[src/design/lgs_pkg.sv]
`default_nettype none
// ----------------------------------------------------------------------------
// lgs_pkg: shared types and constants for the life grid generation step
// Grid geometry, request codes, register map and the rule constants.
// ----------------------------------------------------------------------------
package lgs_pkg;

	localparam int MAX_SIDE  = 64;
	localparam int MAX_CELLS = MAX_SIDE * MAX_SIDE;
	localparam int SIDE_W    = $clog2(MAX_SIDE);
	localparam int SIZE_W    = SIDE_W + 1;
	localparam int MEM_ROWS  = 2 * MAX_SIDE;
	localparam int MEM_AW    = SIDE_W + 1;
	localparam int PTR_W     = $clog2(MAX_SIDE + 2);
	localparam int CFG_W     = 7;
	localparam int APB_AW    = 3;
	localparam int APB_DW    = 32;

	typedef logic [1:0] req_t;
	localparam req_t REQ_WRITE   = 2'd0;
	localparam req_t REQ_READ    = 2'd1;
	localparam req_t REQ_ADVANCE = 2'd2;

	localparam logic REG_GRID_WIDTH  = 1'b0;
	localparam logic REG_GRID_HEIGHT = 1'b1;

	localparam logic [3:0] BIRTH_COUNT   = 4'd3;
	localparam logic [3:0] SURVIVE_COUNT = 4'd2;

	typedef struct packed {
		logic [SIZE_W-1:0]   width;
		logic [SIZE_W-1:0]   height;
		logic [MAX_SIDE-1:0] col_mask;
	} grid_cfg_t;

	// clamp a register value to the usable range 1..MAX_SIDE
	function automatic logic [SIZE_W-1:0] eff_size(input logic [CFG_W-1:0] v);
		logic [SIZE_W-1:0] r;
		if (v == '0) begin
			r = SIZE_W'(1);
		end else if (int'(v) > MAX_SIDE) begin
			r = SIZE_W'(MAX_SIDE);
		end else begin
			r = SIZE_W'(v);
		end
		return r;
	endfunction

endpackage
`default_nettype wire

[src/design/lgs_cfg.sv]
`default_nettype none
// ----------------------------------------------------------------------------
// lgs_cfg: configuration registers
// APB access to grid width and height; clamped sizes and column mask out.
// ----------------------------------------------------------------------------
module lgs_cfg
	import lgs_pkg::*;
(
	input  wire logic              clk,
	input  wire logic              arst_n,
	input  wire logic              psel,
	input  wire logic              penable,
	input  wire logic              pwrite,
	input  wire logic [APB_AW-1:0] paddr,
	input  wire logic [APB_DW-1:0] pwdata,
	output logic      [APB_DW-1:0] prdata,
	output logic                   pready,
	output grid_cfg_t              grid_cfg
);

	logic [CFG_W-1:0] grid_width_q, grid_height_q;
	logic             wr_strobe;

	assign pready    = 1'b1;
	assign wr_strobe = psel && penable && pwrite && pready;

	always_ff @(posedge clk or negedge arst_n) begin
		if (!arst_n) begin
			grid_width_q  <= CFG_W'(MAX_SIDE);
			grid_height_q <= CFG_W'(MAX_SIDE);
		end else if (wr_strobe) begin
			case (paddr[2])
				REG_GRID_WIDTH:  grid_width_q  <= pwdata[CFG_W-1:0];
				REG_GRID_HEIGHT: grid_height_q <= pwdata[CFG_W-1:0];
				default: ;
			endcase
		end
	end

	always_comb begin
		case (paddr[2])
			REG_GRID_WIDTH:  prdata = APB_DW'(grid_width_q);
			REG_GRID_HEIGHT: prdata = APB_DW'(grid_height_q);
			default:         prdata = '0;
		endcase
	end

	always_comb begin
		grid_cfg.width  = eff_size(grid_width_q);
		grid_cfg.height = eff_size(grid_height_q);
		for (int i = 0; i < MAX_SIDE; i++) begin
			grid_cfg.col_mask[i] = (i < int'(grid_cfg.width));
		end
	end

endmodule
`default_nettype wire

[config.mk]
export PLATFORM = sky130hd
export DESIGN_NAME = lgs_cfg
export DESIGN_NICKNAME = d
export VERILOG_FILES = /design/src/design/lgs_pkg.sv /design/src/design/lgs_cfg.sv
export SDC_FILE = /design/constraint.sdc
export NUM_CORES = 1
export LEC_CHECK = 0
export ABC_AREA = 1
export BUFFER_PORTS_ARGS = -buffer_cell sky130_fd_sc_hd__buf_2
export CAP_MARGIN = 40
export CORE_ASPECT_RATIO = 1.5
export CORE_UTILIZATION = 34
export DETAILED_ROUTE_END_ITERATION = 6
export GPL_TIMING_DRIVEN = 0
export PLACE_DENSITY = 0.77
export SYNTH_ARGS = -nofsm -noshare
export SYNTH_HDL_FRONTEND = slang
export SYNTH_SLANG_ARGS = --single-unit
[constraint.sdc]
create_clock -name clk -period 1.9 [get_ports clk]
set_clock_uncertainty 0.2 [all_clocks]
set_input_delay 0.38 -clock clk [delete_from_list [all_inputs] [get_ports clk]]
set_output_delay 0.38 -clock clk [all_outputs]
set_load 0.01 [all_outputs]
# After elaboration in Yosys (flattened, before gate mapping)
# Index checks and enable logic that the tools add are counted.
# word_totals
regBits	14
out_inout_bits	111
word_cells	80
# classes
n_lt_le_gt_ge	66
muxes	5
n_bitwise	1
n_reduce_logical	6
# op_table
operator	count
6-bit by 7-bit < comparator with 1-bit output (first input constant)	32
5-bit by 7-bit < comparator with 1-bit output (first input constant)	16
32-bit one-hot mux with 2 select lines	1
4-bit by 7-bit < comparator with 1-bit output (first input constant)	8
3-bit by 7-bit < comparator with 1-bit output (first input constant)	4
7-bit 2-to-1 mux	4
7-bit > comparator (second input constant)	2
7-bit logical NOT	2
1-bit by 7-bit < comparator with 1-bit output (first input constant)	2
2-bit by 7-bit < comparator with 1-bit output (first input constant)	2
2-bit AND reduction	2
1-bit logical AND	2
1-bit inverter	1

# Logic depth before layout (Yosys ltp)
# logic_depth
depth_word	4
ltp_mapped	9
ltp_nobuf	9

# Worst setup path before layout
# No wires, ideal clock.
# synth_timing
kind	register to output
start	register grid_width_q[6]
end	output port grid_cfg[57] (netlist name)
t_arrival_ps	1456
path_slack_ps	-136
stages_incl_launch_ff	6
path_buffers	1
path_cell_list	dfstp_2 > buf_2 > a21oi_4 > nor2_1 > inv_1 > a21oi_1
# synth_rtl
element	line	rtl
from (decl)	lgs_cfg.sv:21	logic [CFG_W-1:0] grid_width_q, grid_height_q;
from (signal assigned)	lgs_cfg.sv:29	grid_width_q <= CFG_W'(MAX_SIDE);
from (signal assigned)	lgs_cfg.sv:33	REG_GRID_WIDTH: grid_width_q <= pwdata[CFG_W-1:0];
to (decl)	lgs_cfg.sv:18	output grid_cfg_t grid_cfg

==> impl_metrics.json <==
{
  "outcome": "finished with violations",
  "violations": "negative setup slack",
  "hp-class": "in -> reg",
  "period_share_pct": 122,
  "cpLargestDelayFamily": "simple AND/OR/NAND/NOR gates",
  "grt_max_degree": 15,
  "area_growth_pct": 84.7,
  "coreArea_sq_um": 4580,
  "vias": 2127,
  "die_area_sq_um": 5080,
  "grt_pass1_wl_microns": 8670,
  "slowest_stage": "dfrtp_2",
  "fin_setup_tns_ns": -18.31,
  "grt_pass1_vias": 1955,
  "die_w_microns": 58.5,
  "clk_latency_ns": 0.24,
  "synthDistinctLibCells": 30,
  "finalHoldViolations": 0,
  "final_nets": 448,
  "clkSlewWorstSetupHoldPaths_ns": 0.06,
  "htreeDepth": 1,
  "synthTopCellsByArea": "dfrtp_1 18%, buf_4 14%, nand2_1 9.0%",
  "synth_area_sq_um": 1630,
  "ir_drop_mv": 0.591,
  "io_buffers": 96,
  "critical_path_class": "reg -> out",
  "antenna_cells": 0,
  "path_cells": "inv_4 > nand2_4 > nor2_4 > nand2_4 > nand2_4 > nand4_4 > o21ai_1 > buf_2",
  "yosys-top-cells-count": "39 x nand2_1, 38 x inv_1, 30 x buf_4",
  "cp_max_fo": 8,
  "ys.warnings.count": 0,
  "drtPass1Iterations": 4,
  "cp_slowest_stage_delay_ns": 0.46,
  "pwr_density_cell_nw_per_um2": 1040,
  "vias_per_cell": 4.52,
  "antenna_found_initial": 0,
  "worstPathRequired_ns": 1.32,
  "gp_congestion": 0.814,
  "wl_met3_microns": 425,
  "ctsLongestPathBuffers": 2,
  "hpwl_microns": 4140,
  "hold_slack_ns": 0.183,
  "synth_ff_type": "dfrtp_1",
  "fmax_ghz": 0.433,
  "top_layer": "met4",
  "p_leak_nw": 1.64,
  "rsz0062_at_grt": "yes",
  "wire_per_inst_microns": 13.0,
  "io_pins": 151,
  "cp-end-kind": "primary output",
  "min_period_ns": 2.31,
  "layout-drive-gt1-share_pct": 64.6,
  "num_rows": 30,
  "cts_tree": "done",
  "yosys.area.top_type": "dfrtp_1",
  "fin_cells": 471,
  "cp_data_arrival_time_ns": 1.73,
  "max_cap_violations": 0,
  "start_util_pct": 35.6,
  "ys_ff_latch": 14,
  "wl_met2_microns": 3450,
  "netlist.area_leader.share_pct": 18.4,
  "syn_avg_cell_area_sq_um": 6.57,
  "grt_overflow": 0,
  "remaining_drc_errors": 0,
  "cts.sinks": 14,
  "setup_ws_ns": -0.409,
  "slew_viol_final": 0,
  "m1WireLength_microns": 2110,
  "num-fill-cells": 403,
  "numCtsBuffers": 3,
  "ys_seq_area_share_pct": 21.6,
  "synth_edf_count": 0,
  "critPathLaunchType": "register",
  "ant_nets": 0,
  "grtUsageTotal_pct": 21.9,
  "total_power_mw": 3.13,
  "drtIter0Drc": 151,
  "rrSetupSlack_ns": 0.66,
  "critPathBufInv": 2,
  "path_common_cell": "nand2_4",
  "synthArstFlopShare_pct": 100,
  "cts_root_buf": "clkbuf_8",
  "synthCells": 248,
  "setup_viol": 63,
  "dp_slack_ns": -0.301,
  "dp.cells": 433,
  "drt_wl_total_microns": 6110,
  "synth.most_common_cell": "nand2_1",
  "fp.dieH_microns": 86.8
}
worst min-delay path: stages:
cell     delay, ns
buf_2         0.09
inv_1         0.06
o21ai_0       0.08
kinds of logic (layout without fill, tap and decap cells):
| family | Yosys count | in the layout | share of synthesized area (%) |
|---|---|---|---|
| buf+inv | 82 | 216 | 26.5 |
| compound gates | 75 | 75 | 27.6 |
| simple gates | 75 | 75 | 23.9 |
| flops | 14 | 14 | 21.6 |
| other cells | 2 | 27 | 0.461 |
area by class of cell:
cell class                      count  area, sq um  area share (%)
Inverter                           45          194            6.44
Tap cell                           64         80.1            2.66
Timing Repair Buffer              130          827            27.5
Multi-Input combinational cell    177         1210            40.1
Clock buffer                        4         55.1            1.83
Timing Repair inverter              1         7.51           0.249
Sequential cell                    14          359            11.9
Buffer                             36          282            9.35
registers in the layout, indices dropped and copies added, names as in the netlist:
register and count:
grid_width_q 7, grid_height_q 7
path summary, 6_finish.rpt:
check | from | to | cells after the start
max reg2reg | grid_width_q[6]$_DFFE_PN1P_ | grid_width_q[6]$_DFFE_PN1P_ | 4
min in group asynchronous | arst_n | grid_height_q[3]$_DFFE_PN0P_ | 2
min | pwdata[6] | grid_width_q[6]$_DFFE_PN1P_ | 3
max | grid_width_q[5]$_DFFE_PN0P_ | grid_cfg[54] | 8
min reg2reg | grid_height_q[2]$_DFFE_PN0P_ | grid_height_q[2]$_DFFE_PN0P_ | 2
max in group asynchronous | arst_n | grid_width_q[6]$_DFFE_PN1P_ | 2
repair_timing:
action / 4_1_cts / 5_1_grt
endpoints found under the hold margin: 12 / 0
hold buffers: 1 / 0
cloned: 3 / 0
resized for setup: 51 / 35
pin swaps: 16 / 20
endpoints found under the setup margin: 69 / 69
buffers inserted: 26 / 5
per-stage QoR:
step	utilization (%)	area, sq um
after floorplan	-	1810
after global placement	51.8	2370
after detailed placement	51.8	2370
after CTS	61.6	2820
after global routing	65.7	3010
final	65.7	3010
where the power goes:
group | switching (mW) | total, mW | internal [mW]
clock | 0.0979 | 0.281 | 0.183
combinational | 1.37 | 2.41 | 1.03
sequential | 0.0773 | 0.442 | 0.365
layout by cell type (no fill, tap or decap), types with 3 or more instances in the layout:
cell type / synthesis / final
buf_2: 1 / 93
buf_4: 30 / 47
nand2_1: 39 / 36
inv_1: 38 / 30
conb_1: 2 / 27
a21oi_2: 7 / 24
o21ai_0: 26 / 20
o21ai_2: 3 / 17
buf_6: 0 / 17
nor2_4: 2 / 8
inv_2: 3 / 8
nor2_1: 15 / 7
dfrtp_1: 12 / 7
nand2_4: 6 / 6
o21ai_1: 14 / 6
inv_4: 4 / 5
clkbuf_8: 0 / 5
dfrtp_2: 0 / 5
nand2_8: 0 / 4
nor2_2: 2 / 4
clkbuf_1: 6 / 4
buf_12: 0 / 3
a21oi_1: 21 / 3
metal layers:
layer,up-vias,GRT usage (%)
met1,950,20.1
li1,1047,-
met4,0,7.14
met5,-,0
met2,118,46.4
met3,12,3.13
Note: power is estimated with default switching activity, not from simulation.
