$ cat src/design/lgs_pkg.sv
`default_nettype none
// ----------------------------------------------------------------------------
// lgs_pkg: shared types and constants for the life grid generation step
// Grid geometry, request codes, register map and the rule constants.
// ----------------------------------------------------------------------------
package lgs_pkg;

	localparam int MAX_SIDE  = 64;
	localparam int MAX_CELLS = MAX_SIDE * MAX_SIDE;
	localparam int SIDE_W    = $clog2(MAX_SIDE);
	localparam int SIZE_W    = SIDE_W + 1;
	localparam int MEM_ROWS  = 2 * MAX_SIDE;
	localparam int MEM_AW    = SIDE_W + 1;
	localparam int PTR_W     = $clog2(MAX_SIDE + 2);
	localparam int CFG_W     = 7;
	localparam int APB_AW    = 3;
	localparam int APB_DW    = 32;

	typedef logic [1:0] req_t;
	localparam req_t REQ_WRITE   = 2'd0;
	localparam req_t REQ_READ    = 2'd1;
	localparam req_t REQ_ADVANCE = 2'd2;

	localparam logic REG_GRID_WIDTH  = 1'b0;
	localparam logic REG_GRID_HEIGHT = 1'b1;

	localparam logic [3:0] BIRTH_COUNT   = 4'd3;
	localparam logic [3:0] SURVIVE_COUNT = 4'd2;

	typedef struct packed {
		logic [SIZE_W-1:0]   width;
		logic [SIZE_W-1:0]   height;
		logic [MAX_SIDE-1:0] col_mask;
	} grid_cfg_t;

	// clamp a register value to the usable range 1..MAX_SIDE
	function automatic logic [SIZE_W-1:0] eff_size(input logic [CFG_W-1:0] v);
		logic [SIZE_W-1:0] r;
		if (v == '0) begin
			r = SIZE_W'(1);
		end else if (int'(v) > MAX_SIDE) begin
			r = SIZE_W'(MAX_SIDE);
		end else begin
			r = SIZE_W'(v);
		end
		return r;
	endfunction

endpackage
`default_nettype wire

$ cat src/design/lgs_row_next.sv
`default_nettype none
// ----------------------------------------------------------------------------
// lgs_row_next: next generation of one row
// One lane per column; counts the Moore neighbours from three rows and
// applies the birth and survival rule.
// ----------------------------------------------------------------------------
module lgs_row_next
	import lgs_pkg::*;
(
	input  wire logic [MAX_SIDE-1:0] above,
	input  wire logic [MAX_SIDE-1:0] mid,
	input  wire logic [MAX_SIDE-1:0] below,
	input  wire logic [MAX_SIDE-1:0] col_mask,
	input  wire logic                row_ok,
	output logic      [MAX_SIDE-1:0] next_row
);

	logic [MAX_SIDE+1:0] ap, mp, bp;
	logic [3:0]          n;

	assign ap = {1'b0, above, 1'b0};
	assign mp = {1'b0, mid, 1'b0};
	assign bp = {1'b0, below, 1'b0};

	always_comb begin
		n = '0;
		for (int i = 0; i < MAX_SIDE; i++) begin
			n = 4'(ap[i]) + 4'(ap[i+1]) + 4'(ap[i+2])
			  + 4'(mp[i]) + 4'(mp[i+2])
			  + 4'(bp[i]) + 4'(bp[i+1]) + 4'(bp[i+2]);
			next_row[i] = row_ok && col_mask[i]
				&& ((n == BIRTH_COUNT) || (mid[i] && (n == SURVIVE_COUNT)));
		end
	end

endmodule
`default_nettype wire

$ cat config.mk
export PLATFORM = sky130hd
export DESIGN_NAME = lgs_row_next
export DESIGN_NICKNAME = d
export VERILOG_FILES = /design/src/design/lgs_pkg.sv /design/src/design/lgs_row_next.sv
export SDC_FILE = /design/constraint.sdc
export NUM_CORES = 1
export LEC_CHECK = 0
export BUFFER_PORTS_ARGS = -buffer_cell sky130_fd_sc_hd__buf_2
export CORE_ASPECT_RATIO = 0.6
export CORE_MARGIN = 4
export CORE_UTILIZATION = 35
export DETAILED_ROUTE_END_ITERATION = 8
export SYNTH_ARGS = -nofsm -noshare
export SYNTH_HDL_FRONTEND = slang
export SYNTH_SLANG_ARGS = --single-unit
$ cat constraint.sdc
create_clock -name vclk -period 6.5
set_input_delay 1.3 -clock vclk [all_inputs]
set_output_delay 1.3 -clock vclk [all_outputs]
set_load 0.01 [all_outputs]
After elaboration in Yosys (flattened, before gate mapping)
Index checks and enable logic that the tools add are counted.
- bits in registers: 0
- input bits: 257
- logic and storage cells: 825
- reduce and logical (&&, ||, !) cells: 256
- equal/unequal tests: 128
- $add $sub $neg: 441
- operators with widths (operator ; count):
    $add A4 B1 Y4 ; 252
    $eq A4 B2 Y1 const B ; 128
    $add A3 B1 Y4 ; 63
    $logic_and A1 B1 Y1 ; 192
    $add A2 B1 Y3 ; 63
    $add A1 B1 Y2 ; 63
    $logic_or A1 B1 Y1 ; 64

Logic depth before layout (Yosys ltp)
Gate-level depths: netlist of the first run.
- depth after elaboration: 11
- mapped depth: 9
- mapped depth without buffers: 9

Worst setup path before layout of the first run
No wires, ideal clock.
- path type: in2out
- start: in above[14]
- end: out next_row[15]
- required time: 5200 ps
- buffers on the path: 0
- setup slack: 1277 ps
- data arrival time: 3923 ps
- stages on the path: 9
- path through: inv_1 fa_1 fa_1 fa_1 inv_1 ha_1 fa_1 or2_2 a21oi_1
- word-level cells in the longest chain between the ends: 11
- ends and longest elaborated chain (item ; line ; RTL):
    from (decl) ; lgs_row_next.sv:10 ; input wire logic [MAX_SIDE-1:0] above,
    $add A1 B1 Y2 * ; lgs_row_next.sv:28 ; n = 4'(ap[i]) + 4'(ap[i+1]) + 4'(ap[i+2])
    $add A2 B1 Y3 * ; lgs_row_next.sv:28 ;
    $add A3 B1 Y4 * ; lgs_row_next.sv:29 ; + 4'(mp[i]) + 4'(mp[i+2])
    $add A4 B1 Y4 * ; lgs_row_next.sv:29 ;
    $add A4 B1 Y4 * (3 in a row) ; lgs_row_next.sv:30 ; + 4'(bp[i]) + 4'(bp[i+1]) + 4'(bp[i+2]);
    $eq A4 B2 Y1 ; lgs_row_next.sv:32 ; && ((n == BIRTH_COUNT) || (mid[i] && (n == SURVIVE_COUNT)));
    $logic_and A1 B1 Y1 ; lgs_row_next.sv:32 ;
    $logic_or A1 B1 Y1 * ; lgs_row_next.sv:32 ;
    $logic_and A1 B1 Y1 * ; lgs_row_next.sv:32 ;
    to (decl) ; lgs_row_next.sv:15 ; output logic [MAX_SIDE-1:0] next_row
Every way passes the cells marked *; elsewhere a longest branch is shown, timed or not.

Worst setup path in the final report of the first run
- start: in above[6]
- end: out next_row[7]
The elaborated chain is that of the path after synthesis.

==> metrics.txt, run 1 <==
detailed-route via count=8,824; Simple-Gate Fraction of Synth Area=between 6 and 7%; post-CTS setup buffer count=0; Die Y=146 um; post-synthesis compound-gate area fraction=roughly a tenth; Synth Instances=1,205; Post-Synth XOR/XNOR Area=0%; Crit. End Element=primary output; Clk network pwr share=0%; Static Leak=approximately 7.6 nW; sequential cell area fraction in the yosys report=0%; global-route wire length before repair=about 48 mm; final WL=roughly 28 mm; Net Sw Frac=between 50% and 60%; sw power=between 0.0009 and 0.001 W; flip-flop and latch count=0; actual slew at the worst max-slew pin=roughly 500 ps; Tcrit/Tclk final=86.9%; data required time of the critical path=~5200 ps; fmax=around 180 MHz; area post-placement=about 0.013 mm^2; status=finished clean; crit-path max FO=2; area of the die=0.0345 mm^2; 1st-iter DRT viols=around 240; crit path kind=in -> out; Final Total Pwr=about 0.0017 W; DP Wirelength=approximately 28 mm; Seq. cell area=0 um^2; vias in the first global route=~9,400; number of vias per cell=between 4 and 5; Final Wtd Congestion=roughly 0.9; mux cell area share after synthesis=0%; pwr dens=~130 mW/mm^2; fin. max-slew vios=0; io pins=between 300 and 400; crit path DAT=4350 ps; Avg WL per Cell=14.6 um; Flop pwr share=0%; GR Util All Layers=roughly 16%; clock buf count=0; largest net degree at the start of global routing=24; Initial Util=between 30% and 40%; Die Wd=237 um; Post-Syn Area=approximately 0.011 mm^2; Mapped Nets=1,902; Hold WS=slightly below 3000 ps; fill count=around 3,200; largest family of logic cells by synthesized area=adder cells; core area=just over 0.03 mm^2; Internal Power=0.000798 W; Antenna Nets Post-Route=0; Remaining DRCs=0; CTS resizes=0; VDD IR-drop max=approximately 49 uV; Yosys cell types=16; first drt pass iteration count=4; Hold WC Path Type=in -> out; part of the power in combinational logic=100.0%; antenna violations before repair=4; Adder-Cell Fraction of Synth Area=between 60% and 70%; cts hold-fix bufs=0; Worst setup SP type=primary input; final setup violation count=0; Layout Nets=approximately 2,200; Tmin final=approximately 5600 ps; RSZ-0062 raised after global routing=no; Area Growth Syn to Fin=18.8%; layout cells sized above 1=25.3%; sum of negative setup slack=0 ps; # port buffers=321; warnings from Yosys=0; Worst slew margin=65.8%; fin area=around 0.013 mm^2; Row Count=50; Post-Syn Area per Cell=between 9 and 10 um^2; max capacitance violation total=0; Hold Vio Cnt, Final=0; total overflow reported by the global router=0
==> through the flow <==
step | util, % | std cells | setup slack, ps
2_1_floorplan | - | 1205 | 1280
5_1_grt | 42.1 | 1938 | 731
6_report | 42.2 | 1939 | 853
3_3_place_gp | 42.1 | 1937 | 830
4_1_cts | 42.1 | 1937 | 802
3_5_place_dp | 42.1 | 1937 | 808
==> worst max-delay path, stage by stage <==
cell and delay, ps:
buf_2 90, inv_1 70, fa_1 550, fa_1 430, fa_1 490, inv_1 40, ha_1 200, fa_1 370
or2_2 280, a21oi_1 320, buf_2 200
==> synthesized netlist by cell type <==
cell type  count  share of area [%]
fa_1         252                 46
a21oi_1      123                5.6
nand4b_1       2               0.16
nand2b_1       1              0.057
nand3_1       61                2.8
nor2_1         3               0.10
buf_4          2               0.14
a31oi_1        1              0.057
buf_6          5               0.51
inv_1        442                 15
or2_2         61                3.5
ha_1         188                 21
a2111oi_2      1               0.14
nor2b_1        1              0.057
nand2_1        1              0.034
o2111ai_1     61                4.8
==> cells by family (layout without fill, tap and decap cells) <==
family	count (synthesis)	count (layout)
AO/OA/AOI/OAI	186	186
adder cells (fa/ha/maj)	440	440
buffers and inverters	449	765
other	0	2
AND/OR/NAND/NOR	130	130
==> power groups by stage <==
stage | logic, W | clock network [W] | registers, W
after floorplan | 0.00127 | 0 | 0
after global placement | 0.00169 | 0 | 0
after detailed placement | 0.00175 | 0 | 0
after CTS | 0.00177 | 0 | 0
after global routing | 0.00207 | 0.0000000000206 | 0
final | 0.00174 | 0.0000000000413 | 0
==> final cells by class <==
cell class	count	area (um^2)	share of cell area, %
diodes	2	5.00	0.0382
inverters	442	1660	12.7
multi-input cells	756	9300	71.0
well taps	416	520	3.97
repair buffers	323	1620	12.4
==> path summary, 6_finish.rpt <==
check                   startpoint           end  slack (ps)  cells after the start
worst max-delay path      above[6]   next_row[7]         850                     11
worst min-delay path  col_mask[45]  next_row[45]        2920                      4
==> metal layers <==
layer / global-route usage [%] / wire [um] / vias to the layer above
met5: 0 / 13 / -
met4: 1.05 / 229 / 2
met3: 1.38 / 1100 / 16
li1: - / - / 4378
met2: 26.8 / 12900 / 172
met1: 24.9 / 14000 / 4256
==> cell usage in the layout (no fill, tap or decap) <==
master	Yosys	routed
o2111ai_1	61	61
nor2_1	3	3
nand3_1	61	61
ha_1	188	188
nand2b_1	1	1
nand2_1	1	1
a21oi_1	123	123
fa_1	252	252
nand4b_1	2	2
inv_1	442	442
buf_2	0	321
a2111oi_2	1	1
buf_4	2	2
or2_2	61	61
a31oi_1	1	1
diode_2	0	2
nor2b_1	1	1
Note: power is estimated with default switching activity, not from simulation.
==> run 2, diff against run 1 <==
ABC_AREA = 1   (was not set)
==> metrics.txt, run 2 <==
fmax=~180 MHz; worst hold path endpoint=next_row[63]; area of the multi-input gates=about 0.0097 mm^2; clock buf count=0; Yosys top cell by area=fa_1; Highest Signal Layer=met4; Avg WL per Cell=around 13 um; metal2 WL=~16 mm; flip-flop and latch count=0; Crit. End Element=primary output; GR Util All Layers=approximately 17%; Static Leak=9.22 nW; # port buffers=between 300 and 400; cts hold-fix bufs=0; Post-Syn Area=roughly 0.012 mm^2; Synth area leaders=fa_1 (41%), inv_1 (21%), ha_1 (19%); Final Total Pwr=roughly 0.0020 W; Row Count=52; Setup WS pre-CTS=approximately 890 ps; crit path kind=in -> out; hold path startpoint=col_mask[63]; actual slew at the worst max-slew pin=roughly 530 ps; 1st-iter DRT viols=about 330; Remaining DRCs=0; fin area=between 0.01 and 0.015 mm^2; Yosys cell types=9; layout cells sized above 1=around 16%; RSZ-0062 raised after global routing=no; sum of negative setup slack=0 ps; Tcrit/Tclk final=about 86%; total overflow reported by the global router=0; metal3 WL=approximately 720 um; Die Y=around 150 um; DP Wirelength=about 32 mm; core area=between 0.03 and 0.04 mm^2; Seq. cell area=0 um^2; Post-Syn Area per Cell=7.26 um^2; fill count=~3,600; Mapped Nets=2,398; detailed-route via count=~10,000; Synth Instances=roughly 1,700; io pins=about 320; Initial Util=approximately 36%; Final Wtd Congestion=about 0.86; vias in the first global route=approximately 11,000; area of the die=0.0384 mm^2; area post-placement=about 0.014 mm^2; Hold Path Stages=4; pwr dens=136 mW/mm^2; Antenna Nets Post-Route=0; top-area cell type share of the netlist area=around 41%; VDD IR-drop max=around 56 uV; Layout Nets=about 2,700; Worst slew margin=64.7%; fin. max-slew vios=0; warnings from Yosys=0; final WL=roughly 33 mm; Tmin final=roughly 5600 ps; number of vias per cell=between 4 and 5; Placed Instances=about 2,500; first drt pass iteration count=4; Hold Vio Cnt, Final=0; post-CTS setup buffer count=0; final setup violation count=0; status=finished clean; Die Wd=250 um; CTS resizes=0; final std cells w/o fill=approximately 2,500; Worst setup SP type=primary input; most frequent cells in the layout=inv_1 (691), buf_2 (321), fa_1 (252); crit path DAT=approximately 4300 ps; global-route wire length before repair=roughly 54 mm; Area Growth Syn to Fin=17.2%; max capacitance violation total=0; data required time of the critical path=~5200 ps; most common cell after layout, fill and taps aside=inv_1; crit-path max FO=2; Metal-1 WL=between 15 and 20 mm; sequential cell area fraction in the yosys report=0%; largest net degree at the start of global routing=32; Synth top cells by count=inv_1 (691), fa_1 (252), nand2_1 (248); top-count cell post-synth=inv_1; Hold WC Path Type=in -> out; antenna violations before repair=6; Final WS setup=approximately 920 ps
-- run 2: cell types whose count changed after synthesis, sizes merged, moves of 60 or more --
cell     change
nand2      +247
inv        +249
nor2       +185
or2         -61
o2111ai     -61
a21oi       -60
-- run 2: area by class of cell --
type	count	area share (%)
diodes	4	0.0692
multi-input cells	1003	66.8
repair buffers	323	11.2
well taps	459	3.97
inverters	691	17.9
-- run 2: logic make-up after synthesis --
family / count (synthesis) / share of synthesized area [%]
simple gates: 500 / 15.9
fa+ha+maj: 440 / 59.9
compound gates: 63 / 2.55
buf+inv: 698 / 21.7
-- run 2: worst max path at each step --
stage                          from  slack (ps)      endpoint  cells after the start
after floorplan           above[60]        1330  next_row[61]                     11
after global placement      mid[41]         880  next_row[42]                     13
after detailed placement    mid[41]         890  next_row[42]                     13
after CTS                   mid[41]         880  next_row[42]                     13
after global routing      above[38]         760  next_row[38]                     13
final                     above[50]         920  next_row[51]                     13
-- run 2: power by group --
group             internal [W]  switching [W]
clock          0.0000000000826              0
sequential                   0              0
combinational         0.000834        0.00113
total                 0.000834        0.00113
-- run 2: critical path: stages --
cell	delay, ps
buf_2	90
inv_1	80
fa_1	560
fa_1	440
fa_1	490
inv_1	40
ha_1	210
fa_1	500
nand2_1	60
nor2_1	100
nand3_1	70
nor2_1	160
buf_2	170
-- run 2: routing by layer --
layer  GRT usage (%)  vias up
li1                -     5367
met1            24.3     4881
met2            30.5      131
met3           0.543       12
met4           0.897        0
met5               0        -
-- run 2: per-stage QoR --
step,hold slack (ps),util (%)
floorplan,2720,-
global placement,2970,42.3
detailed placement,2970,42.3
CTS,2970,42.3
global route,2980,42.3
finish,2960,42.3
